--- config.mk ---
export PLATFORM = sky130hd
export DESIGN_NAME = int64_to_decimal_ascii_flat
export DESIGN_NICKNAME = d
export VERILOG_FILES = /design/src/design/i2da_pkg.sv /design/src/design/i2da_in_if.sv /design/src/design/i2da_out_if.sv /design/src/design/int64_to_decimal_ascii.sv /design/src/flat_wrapper.sv
export SDC_FILE = /design/constraint.sdc
export NUM_CORES = 1
export LEC_CHECK = 0
export BUFFER_PORTS_ARGS = -buffer_cell sky130_fd_sc_hd__buf_4
export CAP_MARGIN = 0
export CORE_ASPECT_RATIO = 1.25
export CORE_MARGIN = 4
export CORE_UTILIZATION = 60
export CTS_BUF_LIST = sky130_fd_sc_hd__clkbuf_4
export DETAILED_ROUTE_END_ITERATION = 7
export MAX_ROUTING_LAYER = met4
export PLACE_DENSITY = 0.79
export SLEW_MARGIN = 5
export SYNTH_ARGS = -nofsm -noshare
export SYNTH_HDL_FRONTEND = slang
export SYNTH_SLANG_ARGS = --single-unit
--- constraint.sdc ---
create_clock -name clk -period 7.6 [get_ports clk]
set_input_delay 0.38 -clock clk [delete_from_list [all_inputs] [get_ports clk]]
set_output_delay 0.38 -clock clk [all_outputs]
set_load 0.03 [all_outputs]
--- src/design/i2da_pkg.sv ---
// i2da_pkg: constants and types for the int64 to decimal ascii converter
// no dependencies
`default_nettype none

package i2da_pkg;

    localparam int VALUE_WIDTH = 64;
    localparam int IN_WIDTH    = 64;
    localparam int CHAR_WIDTH  = 6;
    localparam int NUM_DIGITS  = (VALUE_WIDTH * 31) / 100 + 1;
    localparam int BCD_WIDTH   = NUM_DIGITS * 4;
    localparam int BIT_CNT_W   = $clog2(VALUE_WIDTH);
    localparam int DIG_CNT_W   = $clog2(NUM_DIGITS + 1);

    localparam logic [CHAR_WIDTH-1:0] CHAR_ZERO  = CHAR_WIDTH'(48);
    localparam logic [CHAR_WIDTH-1:0] CHAR_MINUS = CHAR_WIDTH'(45);

    typedef logic [IN_WIDTH-1:0]   value_t;
    typedef logic [CHAR_WIDTH-1:0] char_t;

endpackage

`default_nettype wire

--- src/design/i2da_in_if.sv ---
// i2da_in_if: valid/ready channel carrying one signed integer word
// depends on i2da_pkg
`default_nettype none

interface i2da_in_if;
    logic             valid;
    logic             ready;
    i2da_pkg::value_t value;

    modport source (output valid, output value, input ready);
    modport sink (input valid, input value, output ready);
endinterface

`default_nettype wire

--- src/design/i2da_out_if.sv ---
// i2da_out_if: valid/ready channel carrying one ascii character word
// depends on i2da_pkg
`default_nettype none

interface i2da_out_if;
    logic            valid;
    logic            ready;
    i2da_pkg::char_t out_char;
    logic            last;

    modport source (output valid, output out_char, output last, input ready);
    modport sink (input valid, input out_char, input last, output ready);
endinterface

`default_nettype wire

--- src/design/int64_to_decimal_ascii.sv ---
// int64_to_decimal_ascii: signed integer to decimal ascii text, serial double dabble
// depends on i2da_pkg, i2da_in_if, i2da_out_if
//
// Usage:
//   din carries one signed integer word; dout returns its decimal text, one
//   ascii character word at a time, most significant first, with last set on
//   the final character. Negative values start with '-'; zero gives '0'.
//   din.ready is high only while the converter is idle; one number is in
//   flight at a time.
//   Steps per number: accept while idle, shift-and-add-3 for each input bit
//   in the single BCD adjust block, which corrects every digit at once, then
//   a pass over the BCD digits, each either dropped as a leading zero or emitted,
//   plus one sign step that emits '-' for a negative value. With no stall the
//   time from one accept to the next is the same whatever the number's
//   length; the bit-serial conversion loop takes most of it.
//   Results leave through a one-word output register, so the final character
//   may wait there while the next number is accepted. When dout stalls the
//   emitter holds its digit and waits; nothing is dropped.
//   Reset (rst_n low, asynchronous) returns to idle and empties the output.
`default_nettype none

module int64_to_decimal_ascii (
    input  wire          clk,
    input  wire          rst_n,
    i2da_in_if.sink      din,
    i2da_out_if.source   dout
);

    typedef enum logic [1:0] {
        ST_IDLE,
        ST_CONV,
        ST_SKIP,
        ST_EMIT
    } state_t;

    state_t                             state_reg, state_next;
    logic [i2da_pkg::VALUE_WIDTH-1:0]   bin_reg, bin_next;
    logic [i2da_pkg::BCD_WIDTH-1:0]     bcd_reg, bcd_next;
    logic [i2da_pkg::BIT_CNT_W-1:0]     bit_cnt_reg, bit_cnt_next;
    logic [i2da_pkg::DIG_CNT_W-1:0]     dig_left_reg, dig_left_next;
    logic                               neg_reg, neg_next;
    logic                               ov_reg, ov_next;
    i2da_pkg::char_t                    och_reg, och_next;
    logic                               olast_reg, olast_next;

    logic [i2da_pkg::VALUE_WIDTH-1:0]   raw;
    logic [i2da_pkg::VALUE_WIDTH-1:0]   mag;
    logic [i2da_pkg::BCD_WIDTH-1:0]     bcd_adj;
    logic [3:0]                         top_digit;
    logic                               load_ok;

    assign raw       = din.value[i2da_pkg::VALUE_WIDTH-1:0];
    assign mag       = raw[i2da_pkg::VALUE_WIDTH-1] ? (~raw + 1'b1) : raw;
    assign top_digit = bcd_reg[i2da_pkg::BCD_WIDTH-1 -: 4];
    assign load_ok   = !ov_reg || dout.ready;

    // add 3 to every digit of 5 or more before the shift
    always_comb
    begin
        for (int i = 0; i < i2da_pkg::NUM_DIGITS; i++)
        begin
            if (bcd_reg[i*4 +: 4] >= 4'd5)
            begin
                bcd_adj[i*4 +: 4] = bcd_reg[i*4 +: 4] + 4'd3;
            end
            else
            begin
                bcd_adj[i*4 +: 4] = bcd_reg[i*4 +: 4];
            end
        end
    end

    always_comb
    begin
        state_next    = state_reg;
        bin_next      = bin_reg;
        bcd_next      = bcd_reg;
        bit_cnt_next  = bit_cnt_reg;
        dig_left_next = dig_left_reg;
        neg_next      = neg_reg;
        ov_next       = ov_reg;
        och_next      = och_reg;
        olast_next    = olast_reg;

        if (ov_reg && dout.ready)
        begin
            ov_next = 1'b0;
        end

        case (state_reg)
            ST_IDLE:
            begin
                if (din.valid)
                begin
                    bin_next      = mag;
                    bcd_next      = '0;
                    bit_cnt_next  = '0;
                    dig_left_next = i2da_pkg::DIG_CNT_W'(i2da_pkg::NUM_DIGITS);
                    neg_next      = raw[i2da_pkg::VALUE_WIDTH-1];
                    state_next    = ST_CONV;
                end
            end
            ST_CONV:
            begin
                bcd_next = {bcd_adj[i2da_pkg::BCD_WIDTH-2:0],
                            bin_reg[i2da_pkg::VALUE_WIDTH-1]};
                bin_next = {bin_reg[i2da_pkg::VALUE_WIDTH-2:0], 1'b0};
                bit_cnt_next = bit_cnt_reg + 1'b1;
                if (bit_cnt_reg == i2da_pkg::BIT_CNT_W'(i2da_pkg::VALUE_WIDTH - 1))
                begin
                    state_next = ST_SKIP;
                end
            end
            ST_SKIP:
            begin
                if (top_digit == 4'd0 && dig_left_reg > 1)
                begin
                    bcd_next      = {bcd_reg[i2da_pkg::BCD_WIDTH-5:0], 4'd0};
                    dig_left_next = dig_left_reg - 1'b1;
                end
                else if (!neg_reg)
                begin
                    state_next = ST_EMIT;
                end
                else if (load_ok)
                begin
                    ov_next    = 1'b1;
                    och_next   = i2da_pkg::CHAR_MINUS;
                    olast_next = 1'b0;
                    state_next = ST_EMIT;
                end
            end
            ST_EMIT:
            begin
                if (load_ok)
                begin
                    ov_next       = 1'b1;
                    och_next      = i2da_pkg::CHAR_ZERO + {2'b00, top_digit};
                    olast_next    = (dig_left_reg == 1);
                    bcd_next      = {bcd_reg[i2da_pkg::BCD_WIDTH-5:0], 4'd0};
                    dig_left_next = dig_left_reg - 1'b1;
                    if (dig_left_reg == 1)
                    begin
                        state_next = ST_IDLE;
                    end
                end
            end
            default:
            begin
                state_next = ST_IDLE;
            end
        endcase
    end

    always_ff @(posedge clk or negedge rst_n)
    begin
        if (!rst_n)
        begin
            state_reg    <= ST_IDLE;
            bin_reg      <= '0;
            bcd_reg      <= '0;
            bit_cnt_reg  <= '0;
            dig_left_reg <= '0;
            neg_reg      <= 1'b0;
            ov_reg       <= 1'b0;
            och_reg      <= '0;
            olast_reg    <= 1'b0;
        end
        else
        begin
            state_reg    <= state_next;
            bin_reg      <= bin_next;
            bcd_reg      <= bcd_next;
            bit_cnt_reg  <= bit_cnt_next;
            dig_left_reg <= dig_left_next;
            neg_reg      <= neg_next;
            ov_reg       <= ov_next;
            och_reg      <= och_next;
            olast_reg    <= olast_next;
        end
    end

    assign din.ready     = (state_reg == ST_IDLE);
    assign dout.valid    = ov_reg;
    assign dout.out_char = och_reg;
    assign dout.last     = olast_reg;

endmodule

`default_nettype wire

--- src/flat_wrapper.sv ---
// flat-port wrapper written by rule: the top's interface ports become plain ports
module int64_to_decimal_ascii_flat 
  (clk, rst_n, din_valid, din_value, din_ready, dout_valid, dout_out_char, dout_last, dout_ready);
  i2da_in_if din_i ();
  i2da_out_if dout_i ();
  input  wire clk;
  input  wire rst_n;
  input wire logic [$bits(din_i.valid)-1:0] din_valid;
  input wire logic [$bits(din_i.value)-1:0] din_value;
  output wire logic [$bits(din_i.ready)-1:0] din_ready;
  output wire logic [$bits(dout_i.valid)-1:0] dout_valid;
  output wire logic [$bits(dout_i.out_char)-1:0] dout_out_char;
  output wire logic [$bits(dout_i.last)-1:0] dout_last;
  input wire logic [$bits(dout_i.ready)-1:0] dout_ready;
  assign din_i.valid = din_valid;
  assign din_i.value = din_value;
  assign din_ready = din_i.ready;
  assign dout_valid = dout_i.valid;
  assign dout_out_char = dout_i.out_char;
  assign dout_last = dout_i.last;
  assign dout_i.ready = dout_ready;
  int64_to_decimal_ascii u_core (.clk(clk), .rst_n(rst_n), .din(din_i), .dout(dout_i));
endmodule
==> results.txt, run 1 <==
----------------------------------------------------
[Finish]
  Final Net Count ... around 1.4k
  Area growth, synth to finish ... 9.15%
  Fill cells ... around 1.5k
  Leading cell types in the layout, fill and taps excluded ... o21ai_0 (202), dfrtp_1 (166), nand2_1 (159), a21oi_1 (96), buf_4 (88)
  Most common cell after layout, fill and taps aside ... o21ai_0
  Layout cell share with drive strength beyond 1 ... between 10% and 20%
  Flip-flop count of the largest register, all copies and words added ... 80

[STA]
  Worst relative slew slack ... around 36%
  Final Hold Viols ... 0
  Fin Clk Skew ... 0.0214 ns
  Slew at the pin with the worst max-slew slack ... a little under 1 ns
  Setup TNS ... 0 ns
  Period utilisation layout ... just under 40%
  Maximum operating frequency ... around 340 MHz
  Max Slew Vio Count ... 0
  Final setup slack of the worst path ... 4.62 ns
  Number of failing setup endpoints in the final timing report ... 0
  Unrepaired setup endpoints after global routing ... false
  Clock period minus final worst setup slack ... ~3.0 ns

[Hold path]
  Hold EP ... u_core.bin_reg[59]$_DFFE_PN0P_
  Class of the tightest hold or removal check ... in2reg
  Worst Hold Launch ... din_value[59]
  Cells on Worst Hold Path ... 3

[Floorplanning]
  Floorplan Core Area ... between 15000 and 20000 um^2
  Number of placed I/O pins ... between 70 and 80
  DIE HEIGHT ... 158 um
  Row count ... 54
  Initial core utilization ... 61.4%
  Die width ... 128 um
  Area of the die ... 20200 um^2

[Global routing]
  Congestion Overflow GR ... 0
  Met3 routing resource usage after global routing ... ~3.7%
  Met2 Resource Use GR ... between 40% and 50%
  Vias in the first global route ... 8897
  Met1 track utilization from global routing ... between 30% and 40%
  Peak-usage layer in the global routing report ... met2
  Pin count of the biggest net entering global routing ... 92
  Number of antenna violations at the first check in global routing ... 1
  Total GRT Usage ... 26.3%
  First-pass GRT wire length ... between 40000 and 50000 um

[Pwr]
  Standby leakage power ... between 5 and 6 nW
  Maximum resistive drop on vdd ... between 0.07 and 0.08 mV
  Power density over the cells ... approximately 130 nW/um^2
  Post-layout power ... approximately 0.0016 W

[Clocking]
  Number of buffers inserted by post-CTS setup repair ... 0
  CTS tree ... built
  Number of H-tree levels ... 4
  CTS buffer count ... 17
  Clock root cell ... clkbuf_4
  Count of clock tree sinks ... between 150 and 200
  Cells resized by post-CTS repair ... 0
  Clock insertion delay at the later pin of the skew report ... 0.57 ns
  Clk pin slew, worst setup/hold paths ... approximately 0.15 ns
  Maximum buffer depth of the clock tree ... 2

[Critical path]
  Reg-to-reg endpoint ... u_core.bin_reg[40]$_DFFE_PN0P_
  Worst reg-to-reg path cell count ... 7
  Endpoint arrival time on the critical path ... roughly 3.5 ns
  Max Fanout on Critical Path ... 55
  Crit end category ... flip-flop
  CP Class ... reg2reg
  Largest incremental delay on the critical path ... 0.67 ns
  Cell chain of the critical path ... inv_1 -> ha_1 -> nand2_1 -> nand2_1 -> buf_4 -> nand2_1 -> o22ai_1
  Startpoint of the worst register-to-register path ... u_core.state_reg[0]$_DFFE_PN0P_
  Most numerous cell on the critical path ... nand2_1
  Type of origin of the critical path ... flip-flop
  Setup slack, reg-to-reg ... about 4.6 ns
  Cell with the largest stage delay on the worst path ... nand2_1
  Required time worst endpoint ... between 8 and 9 ns

[Routing]
  Drt pass-1 iters ... 6
  Routed Wire Length ... ~25000 um
  Remaining antenna violation count ... 0
  Number of vias after detailed routing ... about 9.3k
  Average vias per placed instance ... around 6.0
  Per-cell routed wire length ... between 15 and 20 um
  1st-iter DRT viols ... 700
  DRC Markers ... 0

[Synthesis]
  Synthesized netlist net count ... between 1k and 1.5k
  Number of enable flip-flop cells after synthesis ... 0
  Avg Inst Size Synth ... about 8.5 um^2
  Flip-flop cell with the highest count after synthesis ... dfrtp_1
  Number of cells produced by synthesis ... 1271
  Number of warning messages in the yosys log ... 0
  Share of flip-flops with an asynchronous set or reset after synthesis ... between 90% and 100%
  Post-synthesis cell area ... roughly 11000 um^2
  Unique masters post-synth ... 53
  Register bit count reported by yosys ... about 170
  Register area share after synthesis ... around 39%

[Placement]
  Placed wire-length estimate after detailed placement ... 16200 um
  Input/output buffers ... 76
  Routability congestion estimate ... approximately 0.83
  Post-placement worst setup slack ... 4.50 ns

[Run status]
  Outcome ... finished, final reports clean

[Job]
  Max-cap violation count ... 0

----------------------------------------------------
[per-stage QoR]
| stage | cell area, um^2 | hold WS (ns) | std cells | utilization [%] |
|---|---|---|---|---|
| after floorplan | 10800 | 0.0844 | 1271 | - |
| after global placement | 11400 | 0.348 | 1504 | 65.2 |
| after detailed placement | 11400 | 0.350 | 1504 | 65.2 |
| after CTS | 11800 | 0.0543 | 1537 | 67.0 |
| after global routing | 11800 | 0.0756 | 1538 | 67.0 |
| final | 11800 | 0.0827 | 1538 | 67.0 |
[critical path: cells and delay by family, from the launching register on]
family | cells | cell delay (ns)
AND/OR/NAND/NOR | 3 | 1.00
AO/OA/AOI/OAI | 1 | 0.38
flip-flops | 1 | 0.47
buffers and inverters | 2 | 0.59
adder cells (fa/ha/maj) | 1 | 0.45
[final cells by class]
| class | count | area, um^2 | share of cell area [%] |
|---|---|---|---|
| Clock inverter | 15 | 178 | 1.51 |
| Tap cell | 224 | 280 | 2.38 |
| Inverter | 52 | 195 | 1.66 |
| Sequential cell | 166 | 4150 | 35.3 |
| Clock buffer | 17 | 128 | 1.08 |
| Timing Repair Buffer | 90 | 682 | 5.80 |
| Multi-Input combinational cell | 973 | 6150 | 52.2 |
| Antenna cell | 1 | 2.50 | 0.0213 |
[cells by family after synthesis]
kind of cell               after synthesis  synth area share [%]
DFF                                    166                  38.5
xor gates and xnor gates                95                  7.72
AOI/OAI and AO/OA                      449                  25.2
buffers and inverters                  132                  4.77
and+or+nand+nor                        367                  16.8
adders and majority gates               49                  5.69
muxes                                   13                  1.28
[repair_timing]
action,in CTS,in global routing
endpoints found under the setup margin,0,0
hold buffers,1,0
hold endpoints to repair,49,0
[cell usage after synthesis, types with 3 or more instances]
library cell | n | area, um^2
a21oi_1 | 97 | 485
a22oi_1 | 39 | 293
a2bb2oi_1 | 19 | 166
and3_1 | 15 | 93.8
buf_1 | 6 | 22.5
buf_2 | 3 | 15.0
clkbuf_1 | 69 | 259
dfrtp_1 | 166 | 4150
ha_1 | 49 | 613
inv_1 | 51 | 191
mux2_2 | 5 | 56.3
mux2i_1 | 7 | 70.1
nand2_1 | 159 | 597
nand2b_1 | 29 | 181
nand3_1 | 10 | 50.1
nand4_1 | 3 | 18.8
nor2_1 | 50 | 188
nor2b_1 | 5 | 31.3
nor3_1 | 22 | 110
nor3b_1 | 19 | 143
nor4_1 | 3 | 18.8
o21ai_0 | 203 | 1020
o21ai_1 | 14 | 70.1
o22ai_1 | 11 | 68.8
o31ai_1 | 19 | 143
o31ai_2 | 8 | 100
o32a_1 | 11 | 110
o41ai_1 | 14 | 123
or2_2 | 6 | 37.5
or3_1 | 25 | 156
or4_1 | 10 | 75.1
or4_4 | 5 | 56.3
xnor2_1 | 36 | 315
xor2_1 | 59 | 517
[how the worst max path moves through the flow]
| stage | start | end | cells after the start |
|---|---|---|---|
| after global placement | din_value[6] | u_core.bin_reg[53]$_DFFE_PN0P_ | 7 |
| after detailed placement | din_value[6] | u_core.bin_reg[27]$_DFFE_PN0P_ | 7 |
| after CTS | u_core.state_reg[0]$_DFFE_PN0P_ | u_core.bin_reg[37]$_DFFE_PN0P_ | 8 |
| after floorplan | din_value[16] | u_core.bin_reg[62]$_DFFE_PN0P_ | 8 |
| final | u_core.state_reg[0]$_DFFE_PN0P_ | u_core.bin_reg[40]$_DFFE_PN0P_ | 7 |
| after global routing | u_core.state_reg[1]$_DFFE_PN0P_ | u_core.bin_reg[48]$_DFFE_PN0P_ | 7 |
[metal layers]
metal	routed length [um]	part of all wire (%)
met1	10900	44
met2	12500	50
met3	1030	4.1
met4	325	1.3
met5	0	0
[power by group]
part	total, W	switching (W)	internal (W)
Sequential	0.000883	0	0.000883
Clock	0.000565	0.000334	0.000231
Combinational	0.000111	0.0000625	0.0000484
No activity file was read; power rests on OpenSTA's default activity.
==> inputs of run 2 (changes only) <==
CORE_UTILIZATION = 57   (was 60)
clock period = 2.7 ns   (was 7.6 ns; I/O delays follow)
==> run 2 against run 1 <==
  * Combinational power grew to 3.9 times the previous value
  * Wire length is 9.0% higher
  * Core utilization is 2.8 points higher
  * Critical path type is now in2reg
  * Cell area is 8.9% higher
  * Critical path depth increased by 2
  * Power rose to 2.9 times the previous value
  * Sequential power rose to 2.8 times the previous value
  * Die area grew 5.0%
==> results.txt, run 2 (synthesized netlist as in run 1, its figures left out) <==
----------------------------------------------------
[Run status]
  Outcome ... finished, final reports clean (unchanged)

[Global routing]
  Number of antenna violations at the first check in global routing ... 1 (unchanged)
  Congestion Overflow GR ... 0 (unchanged)
  Pin count of the biggest net entering global routing ... 107 (was 92)
  First-pass GRT wire length ... 45100 um (was 43100 um)
  Vias in the first global route ... 9433 (was 8897)
  Total GRT Usage ... 26.4% (was 26.3%)

[Pwr]
  Post-layout power ... 0.00449 W (was 0.00156 W)
  Standby leakage power ... 5.53 nW (was 5.08 nW)
  Maximum resistive drop on vdd ... 0.214 mV (was 0.0744 mV)
  Power density over the cells ... 351 nW/um^2 (was 133 nW/um^2)

[Floorplanning]
  Number of placed I/O pins ... 77 (unchanged)
  Floorplan Core Area ... 18400 um^2 (was 17600 um^2)
  Row count ... 55 (was 54)
  Initial core utilization ... 58.7% (was 61.4%)
  Die width ... 131 um (was 128 um)
  Area of the die ... 21200 um^2 (was 20200 um^2)
  DIE HEIGHT ... 162 um (was 158 um)

[Finish]
  Leading cell types in the layout, fill and taps excluded ... o21ai_0 (202), dfrtp_1 (166), nand2_1 (159), buf_4 (105), a21oi_1 (96) (was o21ai_0 (202), dfrtp_1 (166), nand2_1 (159), a21oi_1 (96), buf_4 (88))
  Final Net Count ... 1513 (was 1417)
  Fill cells ... 1391 (was 1502)
  Non-Filler Instances ... 1638 (was 1538)
  Area growth, synth to finish ... 18.9% (was 9.15%)
  Post-layout util ... 69.7% (was 67.0%)
  Flip-flop count of the largest register, all copies and words added ... 80 (unchanged)
  Most common cell after layout, fill and taps aside ... o21ai_0 (unchanged)
  Layout cell share with drive strength beyond 1 ... 13.1% (was 11.9%)

[Clocking]
  Maximum buffer depth of the clock tree ... 2 (unchanged)
  Clock root cell ... clkbuf_4 (unchanged)
  Clock insertion delay at the later pin of the skew report ... 0.59 ns (was 0.57 ns)
  CTS buffer count ... 17 (unchanged)
  CTS tree ... built (unchanged)
  Clk pin slew, worst setup/hold paths ... 0.16 ns (was 0.15 ns)
  Number of H-tree levels ... 4 (unchanged)
  Count of clock tree sinks ... 166 (unchanged)

[Critical path]
  Worst reg-to-reg path cell count ... 8 (was 7)
  CP Class ... in2reg (was reg2reg)
  Most numerous cell on the critical path ... dlygate4sd3_1 (was nand2_1)
  Endpoint arrival time on the critical path ... 3.18 ns (was 3.47 ns)
  Required time worst endpoint ... 3.19 ns (was 8.08 ns)
  Reg-to-reg endpoint ... u_core.dig_left_reg[2]$_DFFE_PN0P_ (was u_core.bin_reg[40]$_DFFE_PN0P_)
  Cell with the largest stage delay on the worst path ... or4_4 (was nand2_1)
  Crit end category ... flip-flop (unchanged)
  Largest incremental delay on the critical path ... 0.65 ns (was 0.67 ns)
  Sum of buffers and inverters on the critical path ... 3 (was 2)
  Cell chain of the critical path ... dlygate4sd3_1 -> buf_4 -> nor2_1 -> or4b_4 -> or4_4 -> o41ai_4 -> xor2_1 -> dlygate4sd3_1 -> o21ai_1 (was inv_1 -> ha_1 -> nand2_1 -> nand2_1 -> buf_4 -> nand2_1 -> o22ai_1)
  Setup slack, reg-to-reg ... 0.31 ns (was 4.62 ns)
  CP delay by family, top ... simple AND/OR/NAND/NOR gates (unchanged)
  Type of origin of the critical path ... input pin (was flip-flop)
  Max Fanout on Critical Path ... 7 (was 55)
  Startpoint of the worst register-to-register path ... u_core.dig_left_reg[1]$_DFFE_PN0P_ (was u_core.state_reg[0]$_DFFE_PN0P_)

[STA]
  Period utilisation layout ... 99.6%
  Clock period minus final worst setup slack ... approximately 2.7 ns
  Maximum operating frequency ... 372 MHz
  Fin Clk Skew ... 0.0251 ns (was 0.0214 ns)
  Final Hold Viols ... 0 (unchanged)
  Max Slew Vio Count ... 0 (unchanged)
  Worst relative slew slack ... 50.1% (was 35.6%)
  Slew at the pin with the worst max-slew slack ... 0.748 ns (was 0.966 ns)
  Number of failing setup endpoints in the final timing report ... 0 (unchanged)

[Routing]
  DRC Markers ... 0 (unchanged)
  Average vias per placed instance ... 6.05 (was 6.04)
  Number of vias after detailed routing ... 9911 (was 9293)
  1st-iter DRT viols ... 758 (was 700)
  Per-cell routed wire length ... 16.5 um (was 16.1 um)
  Drt pass-1 iters ... 6 (unchanged)
  Remaining antenna violation count ... 0 (unchanged)
  Routed Wire Length ... 27100 um (was 24800 um)

[Placement]
  Placed Cells ... 1530 (was 1504)
  Placed wire-length estimate after detailed placement ... 16800 um (was 16200 um)
  Input/output buffers ... 76 (unchanged)
  Routability congestion estimate ... 0.884 (was 0.833)

[Hold path]
  Worst Hold Launch ... din_value[14] (was din_value[59])
  Cells on Worst Hold Path ... 5 (was 3)
  Hold EP ... u_core.bin_reg[15]$_DFFE_PN0P_ (was u_core.bin_reg[59]$_DFFE_PN0P_)
  Class of the tightest hold or removal check ... in2reg (unchanged)

[Job]
  Max-cap violation count ... 0 (unchanged)

----------------------------------------------------
run 2: changes by cell type in the layout (fill, tap and decap cells not counted), sizes merged:
cell         delta
clkinvlp        +2
clkinv          +1
inv             -3
buf            +23
dlygate4sd3    +73
run 2: report_power, final:
group / internal, W / switching (W)
Clock: 0.000646 / 0.000924
Combinational: 0.000224 / 0.000214
Sequential: 0.00249 / 0
run 2: worst max path at each step:
stage / startpoint / end / slack, ns / depth (start not counted)
after floorplan: din_value[16] / u_core.bin_reg[62]$_DFFE_PN0P_ / 0.13 / 8
after global placement: din_value[32] / u_core.bin_reg[59]$_DFFE_PN0P_ / 0.03 / 7
after detailed placement: din_value[6] / u_core.bin_reg[21]$_DFFE_PN0P_ / -0.03 / 9
after CTS: din_value[52] / u_core.bin_reg[59]$_DFFE_PN0P_ / 0.01 / 9
after global routing: din_value[38] / u_core.bin_reg[57]$_DFFE_PN0P_ / -0.05 / 9
final: din_value[38] / u_core.bin_reg[47]$_DFFE_PN0P_ / 0.01 / 9
run 2: what timing repair did:
action,CTS,global route
gates resized for setup,0,9
buffers inserted,0,1
endpoints found under the setup margin,0,11
hold endpoints to repair,130,0
hold buffers,74,0
run 2: metrics by stage:
| step | setup TNS, ns | setup slack, ns | cell area (um^2) | hold slack, ns |
|---|---|---|---|---|
| 2_1_floorplan | 0 | 0.130 | 10800 | -0.161 |
| 3_3_place_gp | 0 | 0.0339 | 11700 | 0.200 |
| 3_5_place_dp | -0.0257 | -0.0257 | 11700 | 0.201 |
| 4_1_cts | 0 | 0.0148 | 12700 | 0.00291 |
| 5_1_grt | -0.125 | -0.0550 | 12800 | 0.0365 |
| 6_report | 0 | 0.0102 | 12800 | 0.0402 |
run 2: layer usage:
metal | share of wire (%) | GRT usage [%] | up-vias
met1 | 42 | 33.9 | 4784
met2 | 51 | 43.0 | 310
met4 | 1.5 | 7.48 | 0
met3 | 4.8 | 4.28 | 40
met5 | 0 | - | -
li1 | - | - | 4777
run 2: tightest hold or removal path, stage by stage:
cell     delay (ns)
buf_4          0.09
o31ai_1        0.08
xnor2_1        0.12
nor2_1         0.07
o21ai_0        0.08
run 2: final cells by class:
class / count / area (um^2) / area share, %
Sequential cell: 166 / 4150 / 32.4
Antenna cell: 1 / 2.50 / 0.0195
Multi-Input combinational cell: 973 / 6210 / 48.4
Clock inverter: 15 / 181 / 1.42
Inverter: 52 / 195 / 1.52
Clock buffer: 17 / 128 / 0.996
Timing Repair Buffer: 186 / 1660 / 13.0
Tap cell: 228 / 285 / 2.23
==> inputs of run 3 (changes only) <==
CORE_UTILIZATION = 56   (was 57)
CTS_BUF_LIST = not set   (was sky130_fd_sc_hd__clkbuf_4)
PLACE_DENSITY = 0.78   (was 0.79)
==> run 3 against run 2 <==
  * Sequential share of layout area grew 1.2 points
  * Non-clock buffer count shrank 69
  * Combinational power shrank 25%
  * Largest power group unchanged
==> results.txt, run 3 (synthesized netlist as in run 1, its figures left out) <==
----------------------------------------------------
[Clocking]
  Number of buffers inserted by post-CTS setup repair ... 0 (unchanged)
  CTS tree ... built (unchanged)
  Clk pin slew, worst setup/hold paths ... 0.07 ns (was 0.16 ns)
  Count of clock tree sinks ... 166 (unchanged)
  Clock root cell ... clkbuf_16 (was clkbuf_4)
  CTS buffer count ... 17 (unchanged)
  Number of H-tree levels ... 4 (unchanged)
  Clock insertion delay at the later pin of the skew report ... 0.43 ns (was 0.59 ns)
  Maximum buffer depth of the clock tree ... 2 (unchanged)

[Routing]
  1st-iter DRT viols ... 686 (was 758)
  Per-cell routed wire length ... 16.5 um (about the same)
  DRC Markers ... 0 (unchanged)
  Number of vias after detailed routing ... 9587 (was 9911)
  Average vias per placed instance ... 6.10 (was 6.05)
  Drt pass-1 iters ... 5 (was 6)
  Routed Wire Length ... 26000 um (was 27100 um)
  Remaining antenna violation count ... 0 (unchanged)

[Finish]
  Diodes inserted ... 0 (was 1)
  Final Net Count ... 1444 (was 1513)
  Flip-flop count of the largest register, all copies and words added ... 80 (unchanged)
  Post-layout util ... 65.5% (was 69.7%)
  Most common cell after layout, fill and taps aside ... o21ai_0 (unchanged)
  Post-route cell area ... 12300 um^2 (was 12800 um^2)
  Layout cell share with drive strength beyond 1 ... 13.5% (was 13.1%)
  Area growth, synth to finish ... 14.5% (was 18.9%)
  Leading cell types in the layout, fill and taps excluded ... o21ai_0 (202), dfrtp_1 (166), nand2_1 (159), buf_4 (106), a21oi_1 (96) (was o21ai_0 (202), dfrtp_1 (166), nand2_1 (159), buf_4 (105), a21oi_1 (96))
  Non-Filler Instances ... 1572 (was 1638)

[Critical path]
  Largest incremental delay on the critical path ... 0.40 ns (was 0.65 ns)
  Cell with the largest stage delay on the worst path ... a2111oi_0 (was or4_4)
  Max Fanout on Critical Path ... 4 (was 7)
  Sum of buffers and inverters on the critical path ... 2 (was 3)
  Crit end category ... flip-flop (unchanged)
  CP delay by family, top ... compound AO/OA/AOI/OAI gates (was simple AND/OR/NAND/NOR gates)
  Cell chain of the critical path ... inv_1 -> ha_1 -> o21bai_1 -> a2111oi_0 -> buf_4 -> nor2_1 -> o21ai_0 -> mux2_2 (was dlygate4sd3_1 -> buf_4 -> nor2_1 -> or4b_4 -> or4_4 -> o41ai_4 -> xor2_1 -> dlygate4sd3_1 -> o21ai_1)
  Type of origin of the critical path ... flip-flop (was input pin)
  Endpoint arrival time on the critical path ... 2.76 ns (was 3.18 ns)
  Required time worst endpoint ... 3.02 ns (was 3.19 ns)
  CP Class ... reg2reg (was in2reg)

[Floorplanning]
  Row count ... 56 (was 55)
  DIE HEIGHT ... 163 um (was 162 um)
  Die width ... 132 um (was 131 um)
  Area of the die ... 21500 um^2 (was 21200 um^2)
  Initial core utilization ... 57.2% (was 58.7%)
  Floorplan Core Area ... 18800 um^2 (was 18400 um^2)
  Number of placed I/O pins ... 77 (unchanged)

[STA]
  Fin Clk Skew ... 0.00810 ns (was 0.0251 ns)
  Final Hold Viols ... 0 (unchanged)
  Maximum operating frequency ... 409 MHz (was 372 MHz)
  Max Slew Vio Count ... 0 (unchanged)
  Unrepaired setup endpoints after global routing ... false
  Final setup slack of the worst path ... 0.253 ns (was 0.0102 ns)
  Worst relative slew slack ... 60.4% (was 50.1%)
  Slew at the pin with the worst max-slew slack ... 0.594 ns (was 0.748 ns)
  Clock period minus final worst setup slack ... 2.45 ns (was 2.69 ns)
  Period utilisation layout ... 90.6% (was 99.6%)
  Number of failing setup endpoints in the final timing report ... 0 (unchanged)

[Placement]
  Routability congestion estimate ... 0.866 (was 0.884)
  Placed wire-length estimate after detailed placement ... 17300 um (was 16800 um)
  Post-placement worst setup slack ... -0.0442 ns (was -0.0257 ns)
  Post-Place Cell Area ... 11700 um^2 (about the same)
  Placed Cells ... 1537 (was 1530)
  Input/output buffers ... 76 (unchanged)

[Pwr]
  Maximum resistive drop on vdd ... 0.470 mV (was 0.214 mV)
  Proportion of power drawn by the clock network ... 45.8% (was 34.9%)
  Portion of total power attributed to combinational logic ... 6.3% (was 9.7%)
  Power density over the cells ... 421 nW/um^2 (was 351 nW/um^2)
  Proportion of power drawn by flip-flops and latches ... 47.8% (was 55.3%)
  Switching part of the total power ... 23.0% (was 25.3%)
  Total net switching power ... 0.00120 W (was 0.00114 W)
  Standby leakage power ... 5.33 nW (was 5.53 nW)
  Pint ... 0.00400 W (was 0.00336 W)

[Global routing]
  Met1 track utilization from global routing ... 29.6% (was 33.9%)
  Peak-usage layer in the global routing report ... met2 (unchanged)
  Congestion Overflow GR ... 0 (unchanged)
  First-pass GRT wire length ... 43900 um (was 45100 um)
  Met3 routing resource usage after global routing ... 3.30% (was 4.28%)
  Vias in the first global route ... 9265 (was 9433)
  Number of antenna violations at the first check in global routing ... 0 (was 1)
  Total GRT Usage ... 25.0% (was 26.4%)
  Pin count of the biggest net entering global routing ... 78 (was 107)
  Met2 Resource Use GR ... 44.3% (was 43.0%)

[Hold path]
  Class of the tightest hold or removal check ... in2reg (unchanged)

[Run status]
  Outcome ... finished, final reports clean (unchanged)

[Job]
  Max-cap violation count ... 0 (unchanged)

----------------------------------------------------
run 3: cell types whose count changed in the layout (fill, tap and decap cells not counted), moves of 2 or more:
cell	previous run	this run
clkbuf_8	0	4
clkinv_4	5	2
nor3_1	20	22
bufinv_16	3	1
nor4_4	2	0
clkbuf_16	0	17
clkbuf_4	17	0
nor3_2	3	1
dlygate4sd3_1	74	3
run 3: timing repair:
action                    in CTS  in global routing
resized for setup              0                  0
hold endpoints to repair      54                  0
hold buffers                   3                  0
run 3: worst paths after layout:
path	from	end	slack, ns	cells past startpoint
worst max-delay path	u_core.dig_left_reg[1]$_DFFE_PN0P_	u_core.dout.out_char[4]$_DFFE_PN0P_	0.25	8
worst min-delay path	din_value[59]	u_core.bin_reg[59]$_DFFE_PN0P_	0.008	3
worst max register to register	u_core.dig_left_reg[1]$_DFFE_PN0P_	u_core.dout.out_char[4]$_DFFE_PN0P_	0.25	8
worst min register to register	u_core.dout.out_char[5]$_DFFE_PN0P_	u_core.dout.out_char[5]$_DFFE_PN0P_	0.47	1
max in group asynchronous	rst_n	u_core.bin_reg[35]$_DFFE_PN0P_	1.65	3
min in group asynchronous	rst_n	u_core.bcd_reg[75]$_DFFE_PN0P_	0.24	2
run 3: layer usage:
layer  vias up  routed length, um
li1       4645                  -
met1      4649              11000
met2       254              13400
met3        39               1160
met4         0                467
met5         -                  0
run 3: layout make-up:
type	instances	area [um^2]
well taps	232	290
flip-flops and latches	166	4150
inverters	52	195
clock buffers	22	484
clock inverters	10	96.3
multi-input cells	973	6150
fillers	1580	6500
repair buffers	117	977
run 3: power by group through the flow:
stage          logic (W)  registers [W]  clock network (W)
6_report        0.000330        0.00249            0.00238
5_1_grt         0.000367        0.00248            0.00252
4_1_cts         0.000333        0.00249            0.00242
3_5_place_dp    0.000328        0.00253                  0
3_3_place_gp    0.000323        0.00253                  0
2_1_floorplan   0.000127        0.00253                  0
run 3: through the flow:
stage	total power [W]	setup TNS (ns)	hold slack, ns
floorplan	0.00266	0	-0.161
global placement	0.00286	0	0.139
detailed placement	0.00286	-0.101	0.138
CTS	0.00524	0	0.000118
global route	0.00537	0	0.0189
finish	0.00520	0	0.00786
run 3: worst min-delay path: cells and delay by family:
family | cells | cell delay [ns]
buffers and inverters | 1 | 0.09
AOI/OAI and AO/OA | 1 | 0.12
xor gates and xnor gates | 1 | 0.06
